[src/sv/htw_ram.sv]
// ----------------------------------------------------------------------------
// htw_ram: generic single-port-write, single-port-read RAM
// One write and one registered read per cycle.
// ----------------------------------------------------------------------------
module htw_ram #(
   parameter int WIDTH = 8,
   parameter int DEPTH = 256
) (
   input  logic                                  clock,
   input  logic                                  wr_en,
   input  logic [(DEPTH > 1 ? $clog2(DEPTH) : 1)-1:0] wr_addr,
   input  logic [WIDTH-1:0]                      wr_data,
   input  logic [(DEPTH > 1 ? $clog2(DEPTH) : 1)-1:0] rd_addr,
   output logic [WIDTH-1:0]                      rd_data
);

   logic [WIDTH-1:0] mem_ff [DEPTH];
   logic [WIDTH-1:0] rd_data_ff;

   always_ff @(posedge clock) begin
      if (wr_en) begin
         mem_ff[wr_addr] <= wr_data;
      end
      rd_data_ff <= mem_ff[rd_addr];
   end

   assign rd_data = rd_data_ff;

endmodule

[config.mk]
export PLATFORM = sky130hd
export DESIGN_NAME = htw_ram
export DESIGN_NICKNAME = d
export VERILOG_FILES = /design/src/sv/htw_ram.sv
export SDC_FILE = /design/constraint.sdc
export NUM_CORES = 2
export LEC_CHECK = 0
export ABC_AREA = 0
export BUFFER_PORTS_ARGS = -buffer_cell sky130_fd_sc_hd__clkbuf_2
export CORE_AREA = 2 2 474 570
export DETAILED_ROUTE_END_ITERATION = 10
export DIE_AREA = 0 0 476 572
export SLEW_MARGIN = 20
export SYNTH_ARGS = -nofsm -noshare
export SYNTH_HDL_FRONTEND = slang
export SYNTH_SLANG_ARGS = --single-unit
[constraint.sdc]
create_clock -name clock -period 2.6 [get_ports clock]
set_clock_uncertainty 0.1 [all_clocks]
set_input_delay 0.26 -clock clock [delete_from_list [all_inputs] [get_ports clock]]
set_output_delay 0.26 -clock clock [all_outputs]
set_load 0.01 [all_outputs]
# Yosys cells after proc, flatten, opt, wreduce, memory -nomap -nowiden
# Memory sizes are Yosys's and may differ from the RTL's. A register that Yosys moved wholly into a read port is not among the register bits.
# Index checks and enable logic that the tools add are counted.
# word_totals
register_bits,0
mem_bits_rw,2048
romBits,0
elab_cells,3
out_inout_bits,8
latch_bits,0
in_bits,26
mem_count,1
# memory_table
name,depth,width,read_ports,rd_clocked_by_memory_dff,wr,line_no,text
mem_ff,256,8,1,1,1,17,logic [WIDTH-1:0] mem_ff [DEPTH];
# op_classes
bitwise,0
order_cmp,0
n_mul,0
reduce_logical,0
div_mod_pow,0
shift,0
add_sub_neg,0
mux,2
eq_ne,0
# op_table
operator,count
2-to-1 mux 1 bit,2

# Depth between registers and ports, before layout
# depth
word_depth,2
depth_mapped,11
mapped_depth_nobuf,6

# Worst setup path after synthesis
# OpenSTA, ideal clock, no wires.
# synth_path
path_type,input port to flip-flop
startpoint,input rd_addr[0] in the netlist's numbering
endpoint,"register rd_data_ff[2], in the netlist rd_data[2] (read register of mem_ff)"
path_buffers,4
t_arrival_ns,2.067
setup_slack_ns,0.302
cell_stages,9
setup_ns,0.131
required_ns,2.369
path_cell_list,buf_6 -> buf_12 -> buf_8 -> buf_2 -> mux4_2 -> a22oi_1 -> a21oi_1 -> nor4_1 -> nor4_2
# synth_lines
item,line_no,text
start: declaration,13,"input logic [(DEPTH > 1 ? $clog2(DEPTH) : 1)-1:0] rd_addr,"
end: declaration,18,logic [WIDTH-1:0] rd_data_ff;

==> impl_results.md <==
* Vias in the first global route at 41200
* Worst Path Required at around 3200 ps
* Tcrit/Tclk final at between 90% and 100%
* Critical path capture point type: flop
* IO buf count at 33
* Bufs on Longest Clock Path at 3
* Peak VDD IR at 678 µV
* Startpoint types: flop
* Fraction of final layout cells with drive strength greater than 1 at between 30% and 40%
* Std cell rows at 208
* WP buf/inv at 1
* Cell with the most instances after synthesis: edfxtp_1
* Routed vias/inst at approximately 5
* CTS tree: done
* Pleak at about 30 nW
* Tightest Hold Check Type: in -> reg
* Routability Congestion at approximately 0.83
* Clock slew at reported path FFs at 70 ps
* Status: finished clean
* Max Freq at 396 MHz
* Worst-path fanout max at 1
* Wirelength per Cell at ~25 µm
* Die area at about 270000 µm²
* Initial drt markers at around 4000
* Post-synthesis sequential area ratio at between 70 and 80%
* Num CTS Buffers at around 190
* Crit Path Class: reg -> reg
* Seq cells post-synth at 2056
* Synthesized Nets at about 3800
* PwrDens at about 710 nW/µm²
* Synth area leader: edfxtp_1
* First-pass GRT wire length at 295000 µm
* Total GRT Usage at between 10 and 15%
* Area share of the largest cell type after synthesis at ~77%
* Layout Nets at between 4000 and 5000
* Max_slew headroom at approximately 34%
* Ys Warns at 0
* Pin count of the biggest net entering global routing at between 80 and 90
* Area grow syn2layout at 19.9%
* Ys flop type: edfxtp_1
* Post-synthesis async set-or-reset flop share at 0%
* WHS at 105 ps
* Top cells by count, synth: edfxtp_1, mux4_2, nor2_1
* H-tree levels at 4
* Worst-Skew Late Latency at 830 ps
* Initial Util at about 30%
* Residual DRC at 0
* Design Area, Final at roughly 95000 µm²
* Max Slew Vio Count at 0
* Worst setup margin at 71.9 ps
* Layout Utilization at 35.8%
* Crit path time final at 2530 ps
* CTS Sinks at roughly 2100
* Power consumption at 67.9 mW
* Crit-path cells: mux4_2, a22oi_1, a31oi_1, nor4_1, buf_4, nor4_1
* Critical Path AT at 3120 ps
* Yosys cell types at 55
* Worst Tran Pin Value at around 990 ps
* Total of max-cap violations at 0
* Crit path depth at 6
* Vias at slightly above 40000
* Syn avg cell area at between 20 and 25 µm²
* Final WL at 205000 µm
* Gate Count Post-Synth at about 3700
* Dpl cell area at 89200 µm²
* Post-CTS Setup Inserts at 0
* Most frequent CP cell: nor4_1
* Register-to-Register Path Depth at 6
* Max stage delay cell, worst path: nor4_1
* Die Ht at approximately 570 µm
* RSZ-0062 raised after global routing: false
* Drt pass-1 iters at 5
* Pre-CTS WS at -1000 ps
* Grt ovf at 0
* Die outline width at between 400 and 500 µm
* Final-report setup violation count at 0
* Core ar. at roughly 270000 µm²
* Root Buffer Master: clkbuf_16
* Worst hold stages at 4
* Io pins at 34
* Number of flops mapped to enable cells by yosys at approximately 2000
* Synthesized area at ~80000 µm²
* Hold Fails Final Rpt at 0
* CP delay by family, top: simple AND/OR/NAND/NOR gates
* Fillers at between 20000 and 25000
* Antenna violations before repair at 11
* Antenna-violating nets left at 0
* Hpwl dp at 136000 µm
* Largest stage delay on the critical path at about 600 ps
* Main area contributors after synthesis: edfxtp_1, mux4_2, mux2i_1
## worst paths after layout
kind	startpoint	end	slack, ps
max	mem_ff[178][5]$_DFFE_PP_	rd_data[5]$_DFF_P_	70
min reg2reg	mem_ff[33][5]$_DFFE_PP_	rd_data[5]$_DFF_P_	1050
max reg2reg	mem_ff[178][5]$_DFFE_PP_	rd_data[5]$_DFF_P_	70
min	wr_addr[6]	mem_ff[236][5]$_DFFE_PP_	110
## cell type report
class / instances / area, µm² / share of cell area, %
antenna: 9 / 22.5 / 0.0236
clock buffer: 226 / 4960 / 5.20
clock inverter: 121 / 1100 / 1.15
inverter: 2 / 7.51 / 0.00787
multi-input combinational: 1442 / 16600 / 17.4
sequential: 2056 / 61700 / 64.6
tap: 3570 / 4470 / 4.68
timing repair buffer: 738 / 6610 / 6.93
## cells in the final DEF, fill, tap and decap left out, types with 12 or more instances in the layout
cell type and count:
buf_12 82, a21oi_1 96, clkbuf_1 31, a211oi_1 16, nor2b_1 28, a221oi_1 12
clkinv_1 41, o22ai_1 28, bufinv_16 16, a22oi_1 133, edfxtp_1 2048, nor4_1 21
nand3_1 34, clkbuf_16 192, nand2_1 33, mux4_2 454, clkinv_2 42, mux2i_1 134
nor3_1 16, nor2_1 279, buf_4 617, clkbuf_2 21, o221ai_1 46
## kinds of logic after synthesis
family	Yosys count	share of synthesized area, %
AOI/OAI and AO/OA	385	3.42
buffers and inverters	235	1.83
DFF	2056	77.5
muxes	591	14.6
and+or+nand+nor	466	2.63
## routing by layer
metal / routed length [µm] / up-vias / GRT usage [%]
li1: - / 17100 / -
met1: 79300 / 21500 / 18.4
met2: 105000 / 1391 / 25.9
met3: 11100 / 329 / 2.03
met4: 9200 / 0 / 6.75
met5: 0 / - / 0
## report_power, final
group | switching, mW | leakage, nW | internal [mW]
combinational | 2.28 | 8.92 | 1.57
clock | 12.2 | 2.97 | 15.2
sequential | 0.113 | 18.5 | 36.5
## sequential cells by signal, indices dropped and copies added, names as in the netlist
signal   count
mem_ff    2048
rd_data      8
## worst min-delay path, stage by stage
cell	delay, ps
clkbuf_2	140
nand3_1	170
buf_4	190
nor2_1	90
## per-stage QoR
step / TNS, ps / std cells
floorplan: 0 / 3733
finish: 0 / 8164
detailed placement: -5950 / 7800
global route: 0 / 8160
CTS: 0 / 8155
global placement: -5920 / 7800
## timing repair
item                                   4_1_cts  5_1_grt
gates resized for setup                      9        1
hold buffers                                 8        0
setup endpoints to repair                    6        1
endpoints found under the hold margin      608        0
pin swaps                                    0        1
(Power assumes the default switching activity.)
