`config.mk`:
```
export PLATFORM = sky130hd
export DESIGN_NAME = htw_step
export DESIGN_NICKNAME = d
export VERILOG_FILES = /design/src/sv/htw_pkg.sv /design/src/sv/htw_step.sv
export SDC_FILE = /design/constraint.sdc
export NUM_CORES = 1
export LEC_CHECK = 0
export BUFFER_PORTS_ARGS = -buffer_cell sky130_fd_sc_hd__buf_2
export CELL_PAD_IN_SITES_DETAIL_PLACEMENT = 1
export CELL_PAD_IN_SITES_GLOBAL_PLACEMENT = 2
export CORE_MARGIN = 3
export CORE_UTILIZATION = 10
export DETAILED_ROUTE_END_ITERATION = 16
export GPL_TIMING_DRIVEN = 0
export MAX_ROUTING_LAYER = met4
export PLACE_DENSITY = 0.95
export SLEW_MARGIN = 15
export SYNTH_ARGS = -nofsm -noshare
export SYNTH_HDL_FRONTEND = slang
export SYNTH_SLANG_ARGS = --single-unit
export TNS_END_PERCENT = 100
```
`constraint.sdc`:
```
create_clock -name vclk -period 0.8
set_input_delay 0.12 -clock vclk [all_inputs]
set_output_delay 0.12 -clock vclk [all_outputs]
set_load 0.005 [all_outputs]
```
`src/sv/htw_pkg.sv`:
```
// ----------------------------------------------------------------------------
// htw_pkg: shared types and codes for the Huffman tree walk decoder
// Request and response payloads, operation codes and the step control bundle.
// ----------------------------------------------------------------------------
package htw_pkg;

   localparam logic [1:0] OP_LOAD    = 2'd0;
   localparam logic [1:0] OP_DECODE  = 2'd1;
   localparam logic [1:0] OP_RESTART = 2'd2;

   // Highest bit count a decode item may carry; larger counts saturate.
   localparam logic [3:0] MAX_BITS = 4'd8;
   localparam int         TOP_BIT  = 7;

   typedef struct packed {
      logic [1:0] op;
      logic [7:0] node_index;
      logic [7:0] left_child;
      logic [7:0] right_child;
      logic [6:0] leaf_symbol;
      logic [7:0] data_byte;
      logic [3:0] bit_count;
   } req_type;

   typedef struct packed {
      logic [6:0] symbol;
      logic       symbol_valid;
      logic       bad_code;
      logic       last;
   } rsp_type;

   // Decision of one walk cycle.
   typedef struct packed {
      logic leaf_hit;   // node just reached is a leaf: emit its symbol
      logic bad;        // bit pointed at an absent child
      logic consume;    // one coded bit is used this cycle
      logic done;       // no bits left and nothing pending to test
   } step_ctl_type;

endpackage

```
`src/sv/htw_step.sv`:
```
// ----------------------------------------------------------------------------
// htw_step: tree walk step unit
// Tests the node just reached for a leaf, else picks the child for one bit or flags done.
// ----------------------------------------------------------------------------
module htw_step #(
   parameter int NODE_W = 8
) (
   input  logic [2*NODE_W+8:0]  entry,
   input  logic                 chk,
   input  logic [3:0]           bits_left,
   input  logic                 bit_in,
   output htw_pkg::step_ctl_type ctl,
   output logic [NODE_W-1:0]    next_idx
);

   typedef struct packed {
      logic              lpres;
      logic [NODE_W-1:0] lidx;
      logic              rpres;
      logic [NODE_W-1:0] ridx;
      logic [6:0]        sym;
   } entry_type;

   entry_type node;
   logic      is_leaf;
   logic      child_pres;

   assign node       = entry_type'(entry);
   assign is_leaf    = !node.lpres && !node.rpres;
   assign child_pres = bit_in ? node.rpres : node.lpres;
   assign next_idx   = bit_in ? node.ridx : node.lidx;

   always_comb begin
      ctl = '0;
      if (chk && is_leaf) begin
         ctl.leaf_hit = 1'b1;
      end else if (bits_left != 4'd0) begin
         ctl.consume = 1'b1;
         ctl.bad     = !child_pres;
      end else begin
         ctl.done = 1'b1;
      end
   end

endmodule

```
* Word-level counts from Yosys, hierarchy flattened
Index checks and enable logic that the tools add are counted.
Cells by class: muxes and demuxes 6, reductions and logical operators 6
Operators with widths (count):
- two-way mux 8 bit | 1
- nonzero test 4 bit | 1
- zero test 1 bit | 3
- two-way mux 1 bit | 3
- two-way mux 3 bit | 1
- logical AND 1 bit | 2
- two-way mux 2 bit | 1
Storage, ports and cells: flip-flop bits (word level) 0, input port bits 31, output and inout port bits 12, logic and storage cells 12

* Longest topological paths before layout
Gate-level depths: netlist of the first run.
depth after elaboration 4, depth in mapped cells 3, mapped depth without buffers 2

* Least setup slack after synthesis of the first run
No wires, ideal clock.
path kind in2out, start point in chk, end point out ctl[2] in the netlist's numbering, arrival 0.640 ns, data required time 0.680 ns, setup slack 0.040 ns, stages 2, path through nor3b_2 > a2111oi_2
RTL lines:
- start: declaration | RTL line htw_step.sv:9 | input logic chk,
- end: declaration | RTL line htw_step.sv:12 | output htw_pkg::step_ctl_type ctl,

==> results of run 1 <==
## repair_timing
| action | in CTS | in global routing |
|---|---|---|
| endpoints found under the setup margin | 12 | 5 |
| gates resized for setup | 13 | 1 |
| pin swaps | 2 | 0 |
| hold buffers | 0 | 0 |
| cloned | 1 | 0 |
## layout by cell type (no fill, tap or decap)
cell type	count
buf_2	31
mux2_4	5
buf_6	4
mux2_2	3
nor3b_2	1
nor4_4	1
nor2b_1	1
nor2_1	1
buf_12	1
nor2b_4	1
a2111oi_2	1
buf_16	1
## final cells by class
type                       instances  area [um^2]
fill                             188         1090
timing repair buffer              36          228
multi-input combinational         14          181
buffer                             1         20.0
tap                               16         20.0
## Yosys cell counts
cell | count | share of area
mux2_1 | 4 | 0.27
mux2_2 | 4 | 0.27
nor2b_1 | 2 | 0.075
a2111oi_2 | 1 | 0.090
buf_6 | 1 | 0.068
nor2_1 | 1 | 0.023
nor3b_2 | 1 | 0.075
nor4_4 | 1 | 0.13
## metrics by stage
stage / std cells / power, uW / worst slack (ps) / area, um^2 / util
5_1_grt: 67 / 254 / -215 / 449 / 0.291
3_5_place_dp: 66 / 178 / -188 / 362 / 0.235
6_report: 67 / 235 / -147 / 449 / 0.291
2_1_floorplan: 15 / 68.7 / 39.8 / 166 / -
3_3_place_gp: 66 / 175 / -174 / 362 / 0.235
4_1_cts: 67 / 234 / -151 / 445 / 0.289
## layer usage
metal	vias up	global-route usage	part of all wire
met1	129	0.0932	0.34
li1	131	-	-
met4	0	0	0
met3	0	0.00766	0.079
met2	12	0.182	0.58
met5	-	-	0
## worst max-delay path, delay by kind of cell
kind | cells | cell delay (ps)
compound gates | 1 | 320
simple gates | 1 | 110
buf+inv | 2 | 270
## worst min path at each step
| stage | endpoint | slack, ps | cells after the start | from |
|---|---|---|---|---|
| final | ctl[3] | 490 | 3 | entry[24] |
| after global routing | ctl[3] | 510 | 3 | entry[24] |
| after CTS | ctl[3] | 490 | 3 | entry[24] |
| after detailed placement | ctl[3] | 520 | 3 | entry[24] |
| after global placement | ctl[3] | 510 | 3 | entry[24] |
| after floorplan | ctl[3] | 280 | 1 | entry[24] |
## power groups by stage
stage	Clock (uW)	Combinational, uW	Sequential (uW)
after detailed placement	0	178	0
after floorplan	0	68.7	0
after CTS	0	234	0
after global placement	0	175	0
after global routing	0	254	0
final	0	235	0
## cells by family (layout without fill, tap and decap cells)
logic type | after synthesis | in the layout | synth area share
buffers and inverters | 1 | 37 | 0.0677
and+or+nand+nor | 5 | 5 | 0.301
AOI/OAI and AO/OA | 1 | 1 | 0.0902
muxes | 8 | 8 | 0.541
==> impl_metrics.csv, run 1 <==
group,metric,value,unit
route,drtIter0Drc,3,
synth,ys_types,8,
synth,synth_area_per_cell,11.1,um^2
critical_path,crit_chain,"buf_6, nor2b_4, a2111oi_2, buf_2",
sta,setup_violations,3,
pwr,intPower,158,uW
sta,worst_hold_slack,489,ps
die,fp.dieArea,0.00219,mm^2
sta,fin_ws,-147,ps
critical_path,cp_slowest_cell,"a2111oi_2",
die,fp.dieH,46.8,um
die,core-area,0.00154,mm^2
pwr,pwr-share-seq,0,
die,start_util,0.108,
sta,rsz0062_at_grt,"true",
synth,syn-cell-area,166,um^2
sta,hold_violations,0,
die,rows,14,
global_routing,grt_antenna_before_repair,0,
final_layout,fin_nets,84,
pwr,ir_drop,153,uV
synth,syn_nets,46,
pwr,p_leak,0.000243,uW
route,drt_wl_total,941,um
global_routing,track_usage,0.0879,
placed_design,port-buffer-count,35,
critical_path,end_kind,"primary output",
sta,relSlewSlack,0.819,
clock_network,post_cts.repair.setup_buffers,0,
critical_path,cp.required,680,ps
global_routing,grt_pass1_wl,1360,um
die,pin_count,43,
route,vias,272,
status,status,"finished with violations",
route,detail_route.wl_per_cell,14.0,um
pwr,power_frac_comb,1.000,
placed_design,dpl.hpwl,752,um
global_routing,grt_max_degree,6,
pwr,pwr_density_cell,524,mW/mm^2
sta,fmax,1.06,GHz
synth,syn-instance-count,15,
sta,min_period,947,ps
final_layout,n_clock_buffer,0,
die,die_x,46.8,um
final_layout,n_antenna_cell,0,
sta,tightestPinTransition,271,ps
critical_path,max_stage_delay,320,ps
route,routed_via_density,4.06,
worst_hold_path,hp-class,"in2out",
global_routing,gr-total-overflow,0,
synth,yosys_warnings,0,
placed_design,place_congestion,0.605,
global_routing,grt_pass1_vias,300,
route,drc,0,
critical_path,crit_path_start_kind,"input port",
sta,drv_slew,0,
pwr,p_sw,77.3,uW
sta,fin_crit_sh,1.18,
pwr,switching_share,0.329,
critical_path,worstPathMaxFanout,2,
route,dr.pass1.iters,2,
critical_path,endpoint,"ctl[2]",
synth,seq_area_frac_synth,0,
critical_path,cp.arrival,830,ps
final_layout,area_growth,170,%
final_layout,drive_above_1_share,0.961,
route,ant_nets,0,
final_layout,design.seq.count,0,
pwr,clkPwrFrac,0,
critical_path,worstSetupPathType,"in2out",
final_layout,layout.area.seq,0,um^2
critical_path,critPathLaunch,"entry[24]",
sta,finalSetupTns,-327,ps
status,violations,"negative setup slack",
flow_run,cap_violations,0,
Power figures use the tool's default switching activity.
==> run 2: changes to the inputs <==
==> constraint.sdc (replaced) <==
create_clock -name vclk -period 1
set_input_delay 0.15 -clock vclk [all_inputs]
set_output_delay 0.15 -clock vclk [all_outputs]
set_load 0.005 [all_outputs]
==> run 2 against run 1 <==
Against the previous run:
- die area stayed put
- wire length down 11%
- design area decreased by 14%
- the run still ends with negative setup slack left
- critical path depth is the same
- first-iteration DRC count down 67%
- largest power group unchanged
- global-route usage fell by 1.2 points
- non-clock buffer count decreased by 1
- combinational power is 36% lower
- cell count down 1.5%
- clock-buffer cell count did not move
- core utilization decreased by 4.0 points
==> impl_metrics.csv, run 2 (same netlist as run 1, synthesis figures left out) <==
group,metric,value,unit
route,drc,0,
placed_design,dpl.hpwl,752,um
critical_path,cp.arrival,870,ps
global_routing,grt_antenna_before_repair,0,
final_layout,design_area,388,um^2
route,dr.pass1.iters,2,
die,pin_count,43,
final_layout,layout.area.seq,0,um^2
critical_path,crit_path_start_kind,"input port",
global_routing,track_usage,0.0759,
route,vias,269,
flow_run,cap_violations,0,
placed_design,place_area,362,um^2
sta,fin_ws,-17.7,ps
final_layout,n_clock_buffer,0,
pwr,pwr_density_cell,389,mW/mm^2
sta,drv_slew,0,
global_routing,grt_pass1_vias,285,
status,violations,"negative setup slack",
sta,relSlewSlack,0.819,
placed_design,place_inst,66,
sta,setup_violations,1,
route,drt_wl_total,835,um
die,core-area,0.00154,mm^2
final_layout,n_antenna_cell,0,
final_layout,layout_common_cells,"buf_2, buf_6, mux2_1, mux2_2",
placed_design,place_congestion,0.605,
clock_network,hold_buffers,0,
global_routing,gr-total-overflow,0,
route,drtIter0Drc,1,
die,rows,14,
final_layout,area_growth,133,%
worst_hold_path,hp-class,"in2out",
die,fp.dieArea,0.00219,mm^2
global_routing,grt_pass1_wl,1190,um
sta,hold_violations,0,
route,ant_nets,0,
sta,tightestPinTransition,271,ps
final_layout,design.seq.count,0,
route,detail_route.wl_per_cell,12.7,um
final_layout,finalNonFillerCells,66,
placed_design,port-buffer-count,35,
final_layout,fin_nets,83,
final_layout,drive_above_1_share,0.880,
critical_path,worstPathMaxFanout,2,
critical_path,worstSetupPathType,"in2out",
pwr,ir_drop,110,uV
status,status,"finished with violations",
die,die_x,46.8,um
global_routing,grt_max_degree,11,
critical_path,cp.required,850,ps
critical_path,end_kind,"primary output",
sta,fmax,0.983,GHz
pwr,p_leak,0.000204,uW
final_layout,final_common_cell,"buf_2",
die,fp.dieH,46.8,um
sta,fin_crit_sh,1.02,
die,start_util,0.108,
route,routed_via_density,4.08,
sta,min_period,1020,ps
sta,rsz0062_at_grt,"true",
==> run 2: cell types whose count changed in the layout (fill, tap and decap cells not counted) <==
cell	change
mux2_2	+1
buf_12	-1
mux2_1	+4
mux2_4	-5
buf_16	-1
buf_2	+1
==> run 2: final timing paths <==
path,startpoint,end,slack (ps),cells after the start
max,entry[24],ctl[2],-20,4
min,entry[24],ctl[3],550,3
==> run 2: through the flow <==
step           TNS (ps)  utilization  total power, uW  setup WS, ps  hold slack, ps
3_3_place_gp      -34.6        0.235              140         -34.2             572
4_1_cts           -11.3        0.252              154         -11.3             548
6_report          -17.7        0.252              151         -17.7             549
5_1_grt            -147        0.252              166         -77.3             566
2_1_floorplan         0            -             55.0           180             340
3_5_place_dp      -79.9        0.235              142         -47.6             578
==> run 2: cell type report <==
class / count / area [um^2]
Fill cell: 195 / 1150
Timing Repair Buffer: 35 / 194
Multi-Input combinational cell: 14 / 163
Tap cell: 16 / 20.0
Buffer: 1 / 11.3
==> run 2: worst max-delay path: stages <==
cell and delay, ps:
buf_6 90, nor2b_4 110, a2111oi_2 330, buf_2 180
==> run 2: layer usage <==
metal  global-route usage  vias to the layer above  part of all wire
met1               0.0773                      129              0.31
met5                    -                        -                 0
met2                0.160                       12              0.60
li1                     -                      128                 -
met4                    0                        0                 0
met3              0.00766                        0             0.084
==> run 2: timing repair <==
action	CTS	global route
gates resized for setup	5	0
pin swaps	2	0
buffers inserted	0	0
endpoints found under the setup margin	2	2
==> run 2: where the power goes <==
group	leakage (uW)	switching, uW	internal, uW	total, uW
clock	0	0	0	0
sequential	0	0	0	0
combinational	0.000204	56.0	95.1	151
